**config.mk**
```make
export PLATFORM = sky130hd
export DESIGN_NAME = modbus_stepper_command_framer
export DESIGN_NICKNAME = d
export VERILOG_FILES = /design/src/design/mscf_pkg.sv /design/src/design/mscf_front.sv /design/src/design/mscf_queue.sv /design/src/design/mscf_back.sv /design/src/design/modbus_stepper_command_framer.sv
export SDC_FILE = /design/constraint.sdc
export NUM_CORES = 1
export LEC_CHECK = 0
export ABC_AREA = 1
export BUFFER_PORTS_ARGS = -buffer_cell sky130_fd_sc_hd__buf_2
export CAP_MARGIN = 20
export CELL_PAD_IN_SITES_DETAIL_PLACEMENT = 1
export CELL_PAD_IN_SITES_GLOBAL_PLACEMENT = 1
export CORE_MARGIN = 8
export CORE_UTILIZATION = 52
export DETAILED_ROUTE_END_ITERATION = 12
export PLACE_DENSITY_LB_ADDON = 0.1
export SLEW_MARGIN = 20
export SYNTH_ARGS = -nofsm -noshare
export SYNTH_HDL_FRONTEND = slang
export SYNTH_SLANG_ARGS = --single-unit
export TNS_END_PERCENT = 50
```
**constraint.sdc**
```tcl
create_clock -name clock -period 13.56 [get_ports clock]
set_input_delay 2.712 -clock clock [delete_from_list [all_inputs] [get_ports clock]]
set_output_delay 2.712 -clock clock [all_outputs]
set_load 0.01 [all_outputs]
```
**src/design/mscf_pkg.sv**
```systemverilog
`timescale 1ns / 1ps
`default_nettype none
// ----------------------------------------------------------------------------
// mscf_pkg
// Shared types and constants for the motor command RTU framer.
// ----------------------------------------------------------------------------
package mscf_pkg;

   // command opcodes
   localparam logic [1:0] OP_ESTOP    = 2'd0;
   localparam logic [1:0] OP_VELOCITY = 2'd1;
   localparam logic [1:0] OP_ABSOLUTE = 2'd2;
   localparam logic [1:0] OP_RELATIVE = 2'd3;

   // control register indexes
   localparam int CSR_INDEX_W = 3;
   localparam int CSR_DATA_W  = 16;
   localparam logic [CSR_INDEX_W-1:0] CSR_MOTOR_ID       = 3'd0;
   localparam logic [CSR_INDEX_W-1:0] CSR_FUNCTION_CODE  = 3'd1;
   localparam logic [CSR_INDEX_W-1:0] CSR_DEFAULT_MARKER = 3'd2;
   localparam logic [CSR_INDEX_W-1:0] CSR_DEFAULT_SPEED  = 3'd3;
   localparam logic [CSR_INDEX_W-1:0] CSR_DEFAULT_ACCEL  = 3'd4;
   localparam logic [CSR_INDEX_W-1:0] CSR_DEFAULT_DECEL  = 3'd5;

   // control register reset values
   localparam logic [7:0]  RST_MOTOR_ID       = 8'd1;
   localparam logic [7:0]  RST_FUNCTION_CODE  = 8'd6;
   localparam logic [15:0] RST_DEFAULT_MARKER = 16'hFFFF;
   localparam logic [15:0] RST_DEFAULT_SPEED  = 16'h0000;
   localparam logic [15:0] RST_DEFAULT_ACCEL  = 16'h0000;
   localparam logic [15:0] RST_DEFAULT_DECEL  = 16'h0000;

   // command queue depth between front and back
   localparam int QUEUE_DEPTH_DEFAULT = 2;

   typedef struct packed {
      logic [7:0]  motor_id;
      logic [7:0]  function_code;
      logic [15:0] default_marker;
      logic [15:0] default_speed;
      logic [15:0] default_accel;
      logic [15:0] default_decel;
   } cfg_type;

   // classified command, defaults already applied
   typedef struct packed {
      logic [1:0]  opcode;
      logic [31:0] position;
      logic [15:0] speed;
      logic [15:0] accel;
      logic [15:0] decel;
   } cmd_type;

endpackage
`default_nettype wire

```
**src/design/mscf_front.sv**
```systemverilog
`timescale 1ns / 1ps
`default_nettype none
// ----------------------------------------------------------------------------
// mscf_front
// Accepts motor commands, substitutes configured defaults for marker values
// and pushes the result into the command queue.
// ----------------------------------------------------------------------------
module mscf_front (
   input  mscf_pkg::cfg_type cfg,
   input  logic              req_valid,
   output logic              req_stall,
   input  logic [1:0]        req_opcode,
   input  logic [31:0]       req_target_position,
   input  logic [15:0]       req_move_speed,
   input  logic [15:0]       req_move_accel,
   input  logic [15:0]       req_move_decel,
   input  logic              q_full,
   output logic              q_push,
   output mscf_pkg::cmd_type q_data
);
   import mscf_pkg::*;

   logic pos_mode;

   // back pressure straight from queue occupancy
   assign req_stall = q_full;
   assign q_push    = req_valid && !q_full;

   // speed default only applies to position moves
   assign pos_mode = (req_opcode == OP_ABSOLUTE) || (req_opcode == OP_RELATIVE);

   // default substitution
   always_comb begin
      q_data.opcode   = req_opcode;
      q_data.position = req_target_position;
      q_data.speed    = (pos_mode && (req_move_speed == cfg.default_marker)) ?
                        cfg.default_speed : req_move_speed;
      q_data.accel    = (req_move_accel == cfg.default_marker) ?
                        cfg.default_accel : req_move_accel;
      q_data.decel    = (req_move_decel == cfg.default_marker) ?
                        cfg.default_decel : req_move_decel;
   end

endmodule
`default_nettype wire

```
**src/design/mscf_queue.sv**
```systemverilog
`timescale 1ns / 1ps
`default_nettype none
// ----------------------------------------------------------------------------
// mscf_queue
// Small register FIFO holding classified commands between front and back.
// ----------------------------------------------------------------------------
module mscf_queue #(
   parameter int DEPTH = mscf_pkg::QUEUE_DEPTH_DEFAULT
) (
   input  logic              clock,
   input  logic              reset,
   input  logic              push,
   input  mscf_pkg::cmd_type push_data,
   input  logic              pop,
   output mscf_pkg::cmd_type pop_data,
   output logic              full,
   output logic              empty
);
   import mscf_pkg::*;

   localparam int PTR_W   = (DEPTH > 1) ? $clog2(DEPTH) : 1;
   localparam int COUNT_W = $clog2(DEPTH + 1);

   cmd_type            entry_ff [DEPTH];
   logic [PTR_W-1:0]   wr_ptr_ff, wr_ptr_in;
   logic [PTR_W-1:0]   rd_ptr_ff, rd_ptr_in;
   logic [COUNT_W-1:0] count_ff, count_in;
   logic               do_push, do_pop;

   assign full     = (count_ff == COUNT_W'(DEPTH));
   assign empty    = (count_ff == '0);
   assign do_push  = push && !full;
   assign do_pop   = pop && !empty;
   assign pop_data = entry_ff[rd_ptr_ff];

   // pointer wrap and occupancy
   always_comb begin
      wr_ptr_in = wr_ptr_ff;
      rd_ptr_in = rd_ptr_ff;
      count_in  = count_ff;
      if (do_push) begin
         wr_ptr_in = (wr_ptr_ff == PTR_W'(DEPTH - 1)) ? '0 : wr_ptr_ff + 1'b1;
      end
      if (do_pop) begin
         rd_ptr_in = (rd_ptr_ff == PTR_W'(DEPTH - 1)) ? '0 : rd_ptr_ff + 1'b1;
      end
      if (do_push && !do_pop) begin
         count_in = count_ff + 1'b1;
      end else if (do_pop && !do_push) begin
         count_in = count_ff - 1'b1;
      end
   end

   always_ff @(posedge clock) begin
      if (reset) begin
         wr_ptr_ff <= '0;
         rd_ptr_ff <= '0;
         count_ff  <= '0;
      end else begin
         wr_ptr_ff <= wr_ptr_in;
         rd_ptr_ff <= rd_ptr_in;
         count_ff  <= count_in;
      end
   end

   // storage, no reset
   always_ff @(posedge clock) begin
      if (do_push) begin
         entry_ff[wr_ptr_ff] <= push_data;
      end
   end

endmodule
`default_nettype wire

```
**src/design/mscf_back.sv**
```systemverilog
`timescale 1ns / 1ps
`default_nettype none
// ----------------------------------------------------------------------------
// mscf_back
// Walks the frame series of one command, one byte per cycle unless rsp_stall holds it,
// accumulating the CRC-16 over the first six bytes of each frame.
// ----------------------------------------------------------------------------
module mscf_back (
   input  logic              clock,
   input  logic              reset,
   input  mscf_pkg::cfg_type cfg,
   input  logic              q_empty,
   input  mscf_pkg::cmd_type q_data,
   output logic              q_pop,
   output logic              rsp_valid,
   input  logic              rsp_stall,
   output logic [7:0]        rsp_frame_byte,
   output logic              rsp_end_of_frame,
   output logic              rsp_last
);
   import mscf_pkg::*;

   localparam logic [15:0] CRC_POLY      = 16'hA001;
   localparam logic [15:0] CRC_INIT      = 16'hFFFF;
   localparam logic [15:0] ADDR_CONTROL  = 16'h6002;
   localparam logic [15:0] ADDR_PATH     = 16'h6200;
   localparam logic [15:0] ADDR_POS_HI   = 16'h6201;
   localparam logic [15:0] ADDR_POS_LO   = 16'h6202;
   localparam logic [15:0] ADDR_SPEED    = 16'h6203;
   localparam logic [15:0] ADDR_ACCEL    = 16'h6204;
   localparam logic [15:0] ADDR_DECEL    = 16'h6205;
   localparam logic [15:0] CTRL_TRIGGER  = 16'h0010;
   localparam logic [15:0] CTRL_ESTOP    = 16'h0040;
   localparam logic [15:0] MODE_ABSOLUTE = 16'h0001;
   localparam logic [15:0] MODE_RELATIVE = 16'h0041;
   localparam logic [15:0] MODE_VELOCITY = 16'h0002;

   localparam logic [2:0] BYTE_ID     = 3'd0;
   localparam logic [2:0] BYTE_FUNC   = 3'd1;
   localparam logic [2:0] BYTE_ADR_HI = 3'd2;
   localparam logic [2:0] BYTE_ADR_LO = 3'd3;
   localparam logic [2:0] BYTE_DAT_HI = 3'd4;
   localparam logic [2:0] BYTE_DAT_LO = 3'd5;
   localparam logic [2:0] BYTE_CRC_LO = 3'd6;
   localparam logic [2:0] BYTE_CRC_HI = 3'd7;

   // one frame per step; velocity skips the position steps, estop only trigger
   typedef enum logic [2:0] {
      STEP_PATH,
      STEP_POS_HI,
      STEP_POS_LO,
      STEP_SPEED,
      STEP_ACCEL,
      STEP_DECEL,
      STEP_TRIGGER
   } step_type;

   function automatic logic [15:0] crc_update(input logic [15:0] crc_val,
                                              input logic [7:0]  data_byte);
      logic [15:0] c;
      c = crc_val ^ {8'h00, data_byte};
      for (int i = 0; i < 8; i++) begin
         c = c[0] ? ((c >> 1) ^ CRC_POLY) : (c >> 1);
      end
      return c;
   endfunction

   logic        active_ff;
   cmd_type     cmd_ff;
   step_type    step_ff;
   step_type    step_in;
   logic [2:0]  byte_ff;
   logic [15:0] crc_ff;
   logic        rsp_valid_ff;
   logic [7:0]  rsp_byte_ff;
   logic        rsp_eof_ff;
   logic        rsp_last_ff;

   logic        emit_ok, fire, cmd_done, load;
   logic [15:0] reg_addr, reg_data, mode_data, crc_base;
   logic [7:0]  cur_byte;

   assign rsp_valid        = rsp_valid_ff;
   assign rsp_frame_byte   = rsp_byte_ff;
   assign rsp_end_of_frame = rsp_eof_ff;
   assign rsp_last         = rsp_last_ff;

   // output slot free or being drained this cycle
   assign emit_ok  = !rsp_valid_ff || !rsp_stall;
   assign fire     = active_ff && emit_ok;
   assign cmd_done = fire && (byte_ff == BYTE_CRC_HI) && (step_ff == STEP_TRIGGER);
   assign load     = !active_ff || cmd_done;
   assign q_pop    = load && !q_empty;

   // path mode word by opcode
   always_comb begin
      unique case (cmd_ff.opcode)
         OP_VELOCITY: mode_data = MODE_VELOCITY;
         OP_ABSOLUTE: mode_data = MODE_ABSOLUTE;
         default:     mode_data = MODE_RELATIVE;
      endcase
   end

   // register address and data of the current frame
   always_comb begin
      unique case (step_ff)
         STEP_PATH:   begin reg_addr = ADDR_PATH;   reg_data = mode_data;             end
         STEP_POS_HI: begin reg_addr = ADDR_POS_HI; reg_data = cmd_ff.position[31:16]; end
         STEP_POS_LO: begin reg_addr = ADDR_POS_LO; reg_data = cmd_ff.position[15:0];  end
         STEP_SPEED:  begin reg_addr = ADDR_SPEED;  reg_data = cmd_ff.speed;           end
         STEP_ACCEL:  begin reg_addr = ADDR_ACCEL;  reg_data = cmd_ff.accel;           end
         STEP_DECEL:  begin reg_addr = ADDR_DECEL;  reg_data = cmd_ff.decel;           end
         default: begin
            reg_addr = ADDR_CONTROL;
            reg_data = (cmd_ff.opcode == OP_ESTOP) ? CTRL_ESTOP : CTRL_TRIGGER;
         end
      endcase
   end

   // byte select within the frame
   always_comb begin
      unique case (byte_ff)
         BYTE_ID:     cur_byte = cfg.motor_id;
         BYTE_FUNC:   cur_byte = cfg.function_code;
         BYTE_ADR_HI: cur_byte = reg_addr[15:8];
         BYTE_ADR_LO: cur_byte = reg_addr[7:0];
         BYTE_DAT_HI: cur_byte = reg_data[15:8];
         BYTE_DAT_LO: cur_byte = reg_data[7:0];
         BYTE_CRC_LO: cur_byte = crc_ff[7:0];
         default:     cur_byte = crc_ff[15:8];
      endcase
   end

   assign crc_base = (byte_ff == BYTE_ID) ? CRC_INIT : crc_ff;

   // next frame of the series
   always_comb begin
      if ((cmd_ff.opcode == OP_VELOCITY) && (step_ff == STEP_PATH)) begin
         step_in = STEP_SPEED;
      end else if (step_ff == STEP_TRIGGER) begin
         step_in = STEP_TRIGGER;
      end else begin
         step_in = step_type'(step_ff + 3'd1);
      end
   end

   // sequencer and output register
   always_ff @(posedge clock) begin
      if (reset) begin
         active_ff    <= 1'b0;
         step_ff      <= STEP_PATH;
         byte_ff      <= BYTE_ID;
         rsp_valid_ff <= 1'b0;
      end else begin
         if (q_pop) begin
            active_ff <= 1'b1;
            cmd_ff    <= q_data;
            step_ff   <= (q_data.opcode == OP_ESTOP) ? STEP_TRIGGER : STEP_PATH;
            byte_ff   <= BYTE_ID;
         end else if (cmd_done) begin
            active_ff <= 1'b0;
         end else if (fire) begin
            byte_ff <= byte_ff + 3'd1;
            if (byte_ff == BYTE_CRC_HI) begin
               step_ff <= step_in;
            end
         end
         // crc runs over the six header and data bytes
         if (fire && (byte_ff < BYTE_CRC_LO)) begin
            crc_ff <= crc_update(crc_base, cur_byte);
         end
         if (emit_ok) begin
            rsp_valid_ff <= fire;
            rsp_byte_ff  <= cur_byte;
            rsp_eof_ff   <= (byte_ff == BYTE_CRC_HI);
            rsp_last_ff  <= (byte_ff == BYTE_CRC_HI) && (step_ff == STEP_TRIGGER);
         end
      end
   end

endmodule
`default_nettype wire

```
**src/design/modbus_stepper_command_framer.sv**
```systemverilog
`timescale 1ns / 1ps
`default_nettype none
// A command passes the queue, the framer command register and the output byte register.
// Throughput: one frame byte per cycle from the single output byte register unless
// rsp_stall is high; an estop is one frame, a velocity move five, an absolute or
// relative move seven. Commands queue in front of the framer and follow each other with no gap.
// Reset: control registers return to their defaults, queue and framer empty.
// ----------------------------------------------------------------------------
// modbus_stepper_command_framer
// Turns motor commands into Modbus RTU write-single-register frame bytes.
// ----------------------------------------------------------------------------
module modbus_stepper_command_framer #(
   parameter int QUEUE_DEPTH = mscf_pkg::QUEUE_DEPTH_DEFAULT
) (
   input  logic                              clock,
   input  logic                              reset,
   // control register writes
   input  logic                              csr_valid,
   output logic                              csr_ready,
   input  logic [mscf_pkg::CSR_INDEX_W-1:0]  csr_index,
   input  logic [mscf_pkg::CSR_DATA_W-1:0]   csr_data,
   // command input
   input  logic                              req_valid,
   output logic                              req_stall,
   input  logic [1:0]                        req_opcode,
   input  logic [31:0]                       req_target_position,
   input  logic [15:0]                       req_move_speed,
   input  logic [15:0]                       req_move_accel,
   input  logic [15:0]                       req_move_decel,
   // frame byte output
   output logic                              rsp_valid,
   input  logic                              rsp_stall,
   output logic [7:0]                        rsp_frame_byte,
   output logic                              rsp_end_of_frame,
   output logic                              rsp_last
);
   import mscf_pkg::*;

   cfg_type cfg_ff;
   cmd_type push_data, pop_data;
   logic    q_push, q_pop, q_full, q_empty;

   // control registers, always writable
   assign csr_ready = 1'b1;

   always_ff @(posedge clock) begin
      if (reset) begin
         cfg_ff.motor_id       <= RST_MOTOR_ID;
         cfg_ff.function_code  <= RST_FUNCTION_CODE;
         cfg_ff.default_marker <= RST_DEFAULT_MARKER;
         cfg_ff.default_speed  <= RST_DEFAULT_SPEED;
         cfg_ff.default_accel  <= RST_DEFAULT_ACCEL;
         cfg_ff.default_decel  <= RST_DEFAULT_DECEL;
      end else if (csr_valid && csr_ready) begin
         unique case (csr_index)
            CSR_MOTOR_ID:       cfg_ff.motor_id       <= csr_data[7:0];
            CSR_FUNCTION_CODE:  cfg_ff.function_code  <= csr_data[7:0];
            CSR_DEFAULT_MARKER: cfg_ff.default_marker <= csr_data;
            CSR_DEFAULT_SPEED:  cfg_ff.default_speed  <= csr_data;
            CSR_DEFAULT_ACCEL:  cfg_ff.default_accel  <= csr_data;
            CSR_DEFAULT_DECEL:  cfg_ff.default_decel  <= csr_data;
            default: ;
         endcase
      end
   end

   // command classification
   mscf_front u_front (
      .cfg                 (cfg_ff),
      .req_valid           (req_valid),
      .req_stall           (req_stall),
      .req_opcode          (req_opcode),
      .req_target_position (req_target_position),
      .req_move_speed      (req_move_speed),
      .req_move_accel      (req_move_accel),
      .req_move_decel      (req_move_decel),
      .q_full              (q_full),
      .q_push              (q_push),
      .q_data              (push_data)
   );

   // decoupling queue
   mscf_queue #(
      .DEPTH (QUEUE_DEPTH)
   ) u_queue (
      .clock     (clock),
      .reset     (reset),
      .push      (q_push),
      .push_data (push_data),
      .pop       (q_pop),
      .pop_data  (pop_data),
      .full      (q_full),
      .empty     (q_empty)
   );

   // frame sequencer
   mscf_back u_back (
      .clock            (clock),
      .reset            (reset),
      .cfg              (cfg_ff),
      .q_empty          (q_empty),
      .q_data           (pop_data),
      .q_pop            (q_pop),
      .rsp_valid        (rsp_valid),
      .rsp_stall        (rsp_stall),
      .rsp_frame_byte   (rsp_frame_byte),
      .rsp_end_of_frame (rsp_end_of_frame),
      .rsp_last         (rsp_last)
   );

   // the last byte of a command always closes a frame
   a_last_is_eof: assert property (@(posedge clock) disable iff (reset)
      rsp_valid && rsp_last |-> rsp_end_of_frame)
      else $error("last byte without end of frame");

   // a transferred command is held in the queue on the next cycle
   a_push_lands: assert property (@(posedge clock) disable iff (reset)
      req_valid && !req_stall |=> !q_empty)
      else $error("accepted command missing from queue");

   // a transferred frame end is never directly followed by another frame end
   a_no_double_eof: assert property (@(posedge clock) disable iff (reset)
      rsp_valid && !rsp_stall && rsp_end_of_frame |=> !(rsp_valid && rsp_end_of_frame))
      else $error("end of frame on consecutive bytes");

endmodule
`default_nettype wire
```
; Word-level counts from Yosys, hierarchy flattened
; Memory sizes are Yosys's and may differ from the RTL's. A register that Yosys moved wholly into a read port is not among the register bits.
; Index checks and enable logic that the tools add are counted.
[classes]
n_addsub = 6
magnitude_cmp = 1
n_eq_ne = 27
n_mux = 34
bitwise_logic = 11
n_reduce_logical = 45
[ops]
columns = op, n
row1 = $mux 16, 11
row2 = $pmux 16 s6, 1
row3 = $pmux 10 s6, 1
row4 = $pmux 8 s7, 1
row5 = $eq 16x16->1, 3
row6 = $eq 3x3->1 const B, 9
row7 = $not 2->3, 8
row8 = $mux 3, 7
row9 = $reduce_and 2->1, 10
row10 = $eq 3x2->1 const B, 6
row11 = $xor 16x8->16, 1
row12 = $mux 14, 1
row13 = $pmux 7 s2, 1
row14 = $logic_and 1x1->1, 13
row15 = $eq 3x1->1 const B, 3
row16 = $logic_not 3->1, 3
row17 = $eq 2x2->1 const B, 4
row18 = $mux 1, 8
row19 = $reduce_bool 2->1, 4
row20 = $logic_not 1->1, 7
row21 = $mux 7, 1
row22 = $add 3x1->3 const B, 2
row23 = $logic_not 2->1, 3
row24 = $mux 2, 2
row25 = 10 further kinds, 14
[totals]
reg_bits = 200
mem_bits_rw = 164
inputBits = 106
out_inout_bits = 13
elab_cells = 148
mem_count = 1
[memory_table]
columns = memory, words, width, rd, rd_ports_with_merged_regs, write_ports, line
row1 = u_queue.entry_ff, 2, 82, 1, 1, 1, mscf_queue.sv:24  ; cmd_type entry_ff [DEPTH];

; Logic depth before layout (Yosys ltp)
; Gate-level depths: netlist of run 1.
[logic_depth]
ltp_word = 21
depth_mapped = 25
mapped_depth_nobuf = 25

; Modules after synthesis
; From an unflattened synthesis of run 1, not the netlist that was laid out.
[hier_totals]
cells_unflattened = 1670
area_unflattened_um2 = 17270.3
[by_module_without_submodules]
columns = module, instances, cells_each, area_each_um2, seq_area_each_um2
row1 = mscf_queue, 1, 292, 6566.3, 5024.8
row2 = mscf_back, 1, 598, 5779.3, 3403.3
row3 = modbus_stepper_command_framer, 1, 449, 3189.3, 1601.5
row4 = mscf_front, 1, 331, 1735.4, 0.0

; Least setup slack after synthesis of run 1
; Ideal clock, no wire load.
[synth_path]
kind = input-to-reg
start = in rsp_stall
end = reg u_back.cmd_ff[0] (netlist bit) (enable)
setup_ns = 0.526
arrival_time_ns = 7.053
t_required_ns = 13.034
slack_ns = 5.981
cell_stages = 9
path_buffers = 0
cell_sequence = nand2_1 -> inv_1 -> nor2_1 -> inv_1 -> nor2_1 -> nor2_1 -> nor2_1 -> inv_1 -> nor2_1
[synth_between]
elab_chain_len = 8
[synth_lines]
columns = element, line
row1 = start: declaration, modbus_stepper_command_framer.sv:32  ; input logic rsp_stall,
row2 = $logic_not 1->1, mscf_back.sv:89  ; assign emit_ok = !rsp_valid_ff || !rsp_stall;
row3 = $logic_or 1x1->1, mscf_back.sv:89
row4 = $logic_and 1x1->1, mscf_back.sv:90  ; assign fire = active_ff && emit_ok;
row5 = $logic_and 1x1->1 (2 in a row), mscf_back.sv:91  ; assign cmd_done = fire && (byte_ff == BYTE_CRC_HI) && (step_ff == STEP_TRIGGER);
row6 = $logic_or 1x1->1, mscf_back.sv:92  ; assign load = !active_ff || cmd_done;
row7 = $logic_and 1x1->1, mscf_back.sv:93  ; assign q_pop = load && !q_empty;
row8 = $reduce_and 2->1 (no line), --
row9 = end signal: assignment, mscf_back.sv:157  ; cmd_ff <= q_data;
row10 = end: declaration, mscf_back.sv:69  ; cmd_type cmd_ff;
; Every way passes these cells.
; A chain may end at the register's enable or synchronous reset.

; Final worst setup path of run 1
[layout_path]
start = in req_valid
end = mem u_queue.entry_ff[1][69] (netlist bit) (enable)
[layout_between]
elab_chain_len = 4
[layout_lines]
columns = element, line
row1 = start: declaration, modbus_stepper_command_framer.sv:23  ; input logic req_valid,
row2 = $logic_and 1x1->1, mscf_front.sv:27  ; assign q_push = req_valid && !q_full;
row3 = $logic_and 1x1->1, mscf_queue.sv:32  ; assign do_push = push && !full;
row4 = $mux 1, mscf_queue.sv:68  ; if (do_push) begin
row5 = $mux 1 (not written as such), mscf_queue.sv:69  ; entry_ff[wr_ptr_ff] <= push_data;
row6 = end: declaration, mscf_queue.sv:24
; Every way passes these cells.

==> flow_summary_export.csv, run 1 <==
group,metric,value,unit
timing,max_slew_margin,20.3,%
finish,n_antenna_cell,0,
min_path,hold_depth,2,
setup_path,critPathMaxStageDelay,0.84,ns
grt,track_usage,25.3,%
grt,grt_overflow,0,
setup_path,reg2reg_from,"u_back.step_ff[2]",
logic_synthesis,synthFlopType,"edfxtp_1",
setup_path,path_class,"in2reg",
finish,final_cell_mix,"272 x edfxtp_1, 219 x nand2_1, 129 x inv_1",
logic_synthesis,synth_top_area_share,52.8,%
timing,finalHoldViolCount,0,
clock_network,clock-sinks,365,
min_path,hold_path.startpoint,"cfg_ff[9]",
clock_network,clk_path_buf_depth,3,
pwr,share_clk_of_total_power,30.3,%
setup_path,r2r_slack,9.56,ns
grt,grt_pass1_wl,69100,um
logic_synthesis,synth_area_leaders,"edfxtp_1 53%, dfxtp_1 12%, mux2_2 6.0%",
floorplan,dieArea,35500,um2
timing,clock_skew,0.0116,ns
pwr,p_leak,6.90,nW
finish,final_net_count,1600,
setup_path,path_buf_inv,2,
drt,antenna_left,0,
drt,first_iter_violations,688,
setup_path,rr_endpoint,"u_back.crc_ff[0]",
timing,worst_slack,8.82,ns
clock_network,cts_resized,0,
drt,vias,10700,
pwr,power_frac_comb,26.0,%
clock_network,cts_buffers,39,
floorplan,die_w,188,um
floorplan,fp.dieH,188,um
placed_design,gp_congestion,0.936,
clock_network,cts.htree.levels,2,
finish,layout_commonest_cell,"edfxtp_1",
drt,dr.pass1.iters,5,
timing,fin_crit_sh,34.9,%
setup_path,end_kind,"flip-flop",
timing,slew_viol_final,0,
clock_network,ctsHoldBuffers,0,
timing,period_minus_slack,4.74,ns
finish,fillers,3096,
timing,tns,0,ns
floorplan,core-area,29500,um2
timing,rsz0062_at_grt,"no",
pwr,power_switching,1.12,mW
setup_path,cp_top_family,"buffers and inverters",
logic_synthesis,syn-instance-count,1356,
setup_path,crit_chain,"buf_2 > o21ai_0 > nor2_4 > buf_4",
setup_path,cpMaxStageDelayCell,"nor2_4",
floorplan,num_rows,63,
setup_path,start_kind,"primary input",
setup_path,crit_required,13.70,ns
logic_synthesis,synth-edff-count,272,
placed_design,io_buffers,117,
min_path,hold_end,"cfg_ff[9]",
finish,drive_gt1_share,21.5,%
logic_synthesis,synth_async_sr_flop_share,0,%
drt,wirelength,45300,um
logic_synthesis,synth.largest_area_cell,"edfxtp_1",
grt,antenna_found_initial,1,
finish,area_delta_synth_final,14.9,%
min_path,hp-class,"reg2reg",
grt,grt_max_degree,85,
logic_synthesis,synth.distinct_cells,49,
clock_network,post_cts_buffers,0,
clock_network,cts_root_buffer,"clkbuf_16",
timing,whs,0.451,ns
drt,routedWlPerCell,23.9,um
placed_design,place_inst,1826,
drt,highest_layer,"met5",
placed_design,dp_hpwl,32400,um
finish,final_cells,1898,
clock_network,insertion_delay,0.52,ns
flow_run,max-cap-violations,0,
pwr,p_total,3.54,mW
drt,dr_wl_met2,22200,um
setup_path,crit_cells,4,
logic_synthesis,ys_warn_count,0,
grt,grt_pass1_vias,11300,
timing,max_clock_freq,0.211,GHz
drt,avgViaCountPerCell,5.63,
pwr,power_density,199,nW/um2
timing,setup_viol,0,
setup_path,cp.arrival,4.88,ns
pwr,p_int,2.42,mW
clock_network,tritoncts,"done",
setup_path,r2r_cells,18,
timing,worst_slew_pin_slew,1.18,ns
logic_synthesis,ys_seq_elements,365,
outcome,status,"finished, final reports clean",
logic_synthesis,netlist_area,15500,um2
pwr,netSwitchingFraction,31.7,%
logic_synthesis,yosysSeqAreaShare,64.9,%
drt,wl_met3,2260,um
floorplan,start_util,52.4,%
logic_synthesis,syn_nets,1477,
floorplan,ios,119,
clock_network,cts.clk_slew.worst_paths,0.06,ns
logic_synthesis,syn_area_per_cell,11.4,um2
pwr,seqPwrFrac,43.7,%
drt,m1WireLength,19500,um
pwr,ir_drop,0.0926,mV
placed_design,pre_cts_slack,8.22,ns
drt,drc,0,
setup_path,crit_fanout,58,
per-stage QoR:
stage,instance area (um2),utilization [%]
5_1_grt,17800,60.2
3_5_place_dp,16400,55.7
3_3_place_gp,16400,55.7
2_1_floorplan,15500,-
6_report,17800,60.2
4_1_cts,17700,60.1
kinds of logic (layout without fill, tap and decap cells):
family                     after synthesis  count (layout)  synth area share, %
and+or+nand+nor                        430             430                 12.2
DFF                                    365             365                 64.9
AOI/OAI and AO/OA                      235             235                 8.48
buffers and inverters                  186             338                 4.80
muxes                                   82              82                 5.97
xor gates and xnor gates                42              42                 2.43
adders and majority gates               15              15                 1.21
other                                    1               1               0.0243
sequential cells by signal (all words and copies together) (netlist names), named ones only:
| register | cells |
|---|---|
| u_queue.wr_ptr_ff | 1 |
| u_back.rsp_end_of_frame | 1 |
| u_queue.rd_ptr_ff | 1 |
| u_queue.count_ff | 2 |
| u_back.rsp_last | 1 |
| u_back.step_ff | 3 |
| u_back.rsp_frame_byte | 8 |
| u_back.byte_ff | 3 |
| cfg_ff | 80 |
| u_back.rsp_valid | 1 |
| u_back.crc_ff | 16 |
| u_back.active_ff | 1 |
| u_back.cmd_ff | 82 |
| u_queue.entry_ff | 164 |
cells in the mapped netlist, types with 4 or more instances:
cell / number
o211ai_1: 9
nor2_1: 99
buf_4: 4
o22ai_1: 4
a22o_1: 5
ha_1: 15
nand3_1: 60
nor3_1: 4
inv_2: 4
xor2_1: 40
inv_1: 130
clkbuf_1: 36
a21oi_1: 61
or2_2: 5
edfxtp_1: 272
nand2_2: 15
nand2_1: 219
a221oi_1: 11
nand3_2: 5
nor4_1: 6
nand2_4: 4
buf_2: 5
o21ai_1: 4
dfxtp_1: 93
mux2_2: 82
o21ai_0: 125
how the worst max path moves through the flow:
| stage | startpoint | to | slack [ns] |
|---|---|---|---|
| after floorplan | rsp_stall | u_back.cmd_ff[0] | 5.98 |
| after global placement | req_valid | u_queue.entry_ff[1][70] | 8.39 |
| after detailed placement | rsp_stall | u_back.cmd_ff[41] | 8.22 |
| after CTS | rsp_stall | u_back.cmd_ff[52] | 8.71 |
| after global routing | rsp_stall | u_back.cmd_ff[59] | 8.71 |
| final | req_valid | u_queue.entry_ff[1][69] | 8.82 |
power groups by stage:
stage          Combinational (mW)  Sequential, mW  Clock (mW)
2_1_floorplan               0.648            1.54           0
3_3_place_gp                0.882            1.56           0
3_5_place_dp                0.910            1.57           0
4_1_cts                     0.923            1.55        1.08
5_1_grt                      1.01            1.56        1.12
6_report                    0.921            1.55        1.07
metal layers:
layer  up-vias  GRT usage, %
li1       4940             -
met1      5339          32.5
met2       324          43.3
met3        75          4.12
met4         2          8.15
met5         -             0
layout make-up:
| type | count | area, um2 | share of cell area (%) |
|---|---|---|---|
| Clock buffer | 48 | 1040 | 5.86 |
| Timing Repair Buffer | 130 | 711 | 4.00 |
| Sequential cell | 365 | 10000 | 56.5 |
| Clock inverter | 22 | 238 | 1.34 |
| Multi-Input combinational cell | 805 | 4720 | 26.6 |
| Inverter | 138 | 526 | 2.96 |
| Tap cell | 390 | 488 | 2.75 |
worst register-to-register path, delay by kind of cell (launching register included):
family                   cells  cell delay, ns
AND/OR/NAND/NOR             15            1.76
flip-flops                   1            0.79
adder cells (fa/ha/maj)      1            0.55
AO/OA/AOI/OAI                1            0.44
buffers and inverters        1            0.23
Note: power is estimated with default switching activity, not from simulation.
==> inputs of run 2 (changes only) <==
--- a/config.mk
+++ b/config.mk
@@ -5,13 +5,13 @@
 export SDC_FILE = /design/constraint.sdc
 export NUM_CORES = 1
 export LEC_CHECK = 0
-export ABC_AREA = 1
+export ABC_AREA = 0
 export BUFFER_PORTS_ARGS = -buffer_cell sky130_fd_sc_hd__buf_2
 export CAP_MARGIN = 20
 export CELL_PAD_IN_SITES_DETAIL_PLACEMENT = 1
 export CELL_PAD_IN_SITES_GLOBAL_PLACEMENT = 1
 export CORE_MARGIN = 8
-export CORE_UTILIZATION = 52
+export CORE_UTILIZATION = 50
 export DETAILED_ROUTE_END_ITERATION = 12
 export PLACE_DENSITY_LB_ADDON = 0.1
 export SLEW_MARGIN = 20
==> constraint.sdc (replaced) <==
create_clock -name clock -period 4.6 [get_ports clock]
set_input_delay 0.92 -clock clock [delete_from_list [all_inputs] [get_ports clock]]
set_output_delay 0.92 -clock clock [all_outputs]
set_load 0.01 [all_outputs]
==> run 2 against run 1 <==
  * Global-route usage fell by 2.8 points
  * Synthesized cell count fell by 16%
  * Sequential cell count did not move
  * Clock skew rose by 0.0038 ns
  * Cell area fell by 0.98%
  * Critical path type is now reg2reg
  * Largest power group unchanged
==> flow_summary_export.csv, run 2 <==
group,metric,value,unit
setup_path,cpMaxStageDelayCell,"ha_1",
logic_synthesis,synth.largest_area_cell,"edfxtp_1",
grt,grt_pass1_wl,62100,um
clock_network,clk_path_buf_depth,3,
setup_path,cp.arrival,3.87,ns
clock_network,cts_resized,0,
finish,utilization,57.9,%
timing,finalHoldViolCount,0,
finish,layout_commonest_cell,"edfxtp_1",
pwr,ir_drop,0.290,mV
logic_synthesis,synthFlopType,"edfxtp_1",
setup_path,crit_fanout,24,
logic_synthesis,ys_seq_elements,365,
drt,vias,9520,
logic_synthesis,synth.distinct_cells,59,
grt,track_usage,22.5,%
timing,setup_viol,0,
pwr,power_density,580,nW/um2
clock_network,ctsHoldBuffers,0,
drt,routedWlPerCell,24.4,um
clock_network,cts_buffers,40,
logic_synthesis,yosysMostFrequentCell,"edfxtp_1",
clock_network,cts_root_buffer,"clkbuf_16",
timing,max_slew_margin,37.4,%
clock_network,cts.htree.levels,2,
setup_path,end_kind,"flip-flop",
finish,drive_gt1_share,26.5,%
floorplan,num_rows,64,
timing,slew_viol_final,0,
clock_network,insertion_delay,0.52,ns
clock_network,cts.clk_slew.worst_paths,0.06,ns
setup_path,start_kind,"flip-flop",
logic_synthesis,synth_async_sr_flop_share,0,%
timing,tns,0,ns
timing,clock_skew,0.0154,ns
drt,first_iter_violations,627,
grt,grt_pass1_vias,10100,
drt,avgViaCountPerCell,5.66,
setup_path,crit_required,4.87,ns
drt,antenna_left,0,
grt,grtUsageMet3,3.77,%
timing,fin_crit_sh,78.3,%
grt,grt_use_met1,31.0,%
logic_synthesis,synth-edff-count,272,
setup_path,path_class,"reg2reg",
drt,wirelength,41000,um
finish,regMostFlops,"u_queue.entry_ff",
finish,largestRegisters,"u_queue.entry_ff (164), u_back.cmd_ff (82), cfg_ff (80)",
placed_design,gp_congestion,0.859,
placed_design,pre_cts_slack,0.967,ns
timing,rsz0062_at_grt,"no",
logic_synthesis,ys_warn_count,0,
floorplan,ios,119,
floorplan,dieArea,36400,um2
logic_synthesis,syn-instance-count,1135,
timing,period_minus_slack,3.60,ns
setup_path,crit_chain,"inv_1 > ha_1 > nor2_1 > and3_1 > o31a_1 > a31o_2 > a211oi_1 > xnor2_1 > xnor3_2 > xor2_1",
clock_network,tritoncts,"done",
logic_synthesis,syn_nets,1256,
finish,n_antenna_cell,0,
finish,final_cell_mix,"272 x edfxtp_1, 157 x nand2_1, 131 x mux2_2",
grt,use_met2,36.0,%
grt,antenna_found_initial,0,
pwr,p_total,10.2,mW
drt,dr.pass1.iters,5,
floorplan,fp.dieH,191,um
pwr,p_leak,6.10,nW
finish,final_net_count,1374,
floorplan,core-area,30300,um2
outcome,status,"finished, final reports clean",
placed_design,dp_hpwl,28800,um
timing,worst_slack,0.997,ns
clock_network,clock-sinks,365,
placed_design,io_buffers,117,
setup_path,critPathMaxStageDelay,0.75,ns
floorplan,start_util,50.3,%
grt,grt_overflow,0,
finish,largest_reg_flops,164,
floorplan,die_w,191,um
logic_synthesis,synth_top_area_share,53.5,%
finish,fillers,3039,
grt,grt-busiest-layer,"met2",
logic_synthesis,netlist_area,15300,um2
logic_synthesis,synth_area_leaders,"edfxtp_1 54%, dfxtp_1 12%, mux2_2 9.7%",
flow_run,max-cap-violations,0,
logic_synthesis,syn_area_per_cell,13.4,um2
finish,area_delta_synth_final,15.2,%
clock_network,post_cts_buffers,0,
logic_synthesis,netlist_top_cells_count,"272 x edfxtp_1, 157 x nand2_1, 131 x mux2_2",
min_path,hp-class,"reg2reg",
logic_synthesis,yosysSeqAreaShare,65.7,%
drt,drc,0,
grt,grt_max_degree,83,
timing,max_clock_freq,0.278,GHz
timing,worst_slew_pin_slew,0.939,ns
[run 2: cell count changes in the layout (fill, tap and decap cells not counted), moves of 21 or more]
cell / delta
a21oi_1: +21
inv_1: -106
mux2_2: +49
nand2_1: -62
nand3_1: -46
nor2_1: -66
nor2b_1: +21
o21ai_0: -111
xnor2_1: +32
[run 2: routing by layer]
| layer | wire length, um | part of all wire (%) |
|---|---|---|
| met1 | 18800 | 46 |
| met2 | 19300 | 47 |
| met3 | 1860 | 4.5 |
| met4 | 1090 | 2.7 |
| met5 | 0 | 0 |
[run 2: worst paths after layout]
kind	from	end	slack [ns]	depth (start not counted)
max	u_back.step_ff[1]	u_back.crc_ff[14]	1.0	10
min	cfg_ff[16]	cfg_ff[16]	0.45	2
min reg2reg	cfg_ff[16]	cfg_ff[16]	0.45	2
max reg2reg	u_back.step_ff[1]	u_back.crc_ff[14]	1.0	10
[run 2: cell type report]
cell class | count | area [um2] | share of cell area [%]
Clock buffer | 46 | 1070 | 6.06
Tap cell | 396 | 495 | 2.82
Inverter | 23 | 86.3 | 0.491
Clock inverter | 28 | 250 | 1.42
Timing Repair Buffer | 131 | 716 | 4.07
Sequential cell | 365 | 10000 | 57.1
Multi-Input combinational cell | 692 | 4930 | 28.1
[run 2: cells by family after synthesis]
| logic type | share of synthesized area [%] |
|---|---|
| other | 0.0246 |
| buffers and inverters | 2.22 |
| multiplexers | 9.73 |
| AO/OA/AOI/OAI | 8.09 |
| XOR/XNOR | 4.80 |
| flip-flops | 65.7 |
| adder cells (fa/ha/maj) | 1.23 |
| AND/OR/NAND/NOR | 8.18 |
[run 2: stage by stage]
stage               cells  hold WS (ns)  instance area (um2)
finish               1681         0.454                17600
global route         1681         0.476                17600
CTS                  1681         0.456                17600
detailed placement   1607         0.447                16300
global placement     1607         0.439                16300
floorplan            1135         0.434                15300
[run 2: critical path, delay by kind of cell, from the launching register on]
kind                       cells  cell delay (ns)
AOI/OAI and AO/OA              3             0.82
xor gates and xnor gates       3             0.90
adders and majority gates      1             0.75
buffers and inverters          1             0.08
DFF                            1             0.34
and+or+nand+nor                2             0.46
[run 2: power by group]
part / switching, mW / total (mW) / leakage [nW] / internal [mW]
Combinational: 1.42 / 2.41 / 2.17 / 0.993
Clock: 1.29 / 3.19 / 0.644 / 1.89
Sequential: 0.301 / 4.59 / 3.28 / 4.29
Total: 3.02 / 10.2 / 6.10 / 7.18
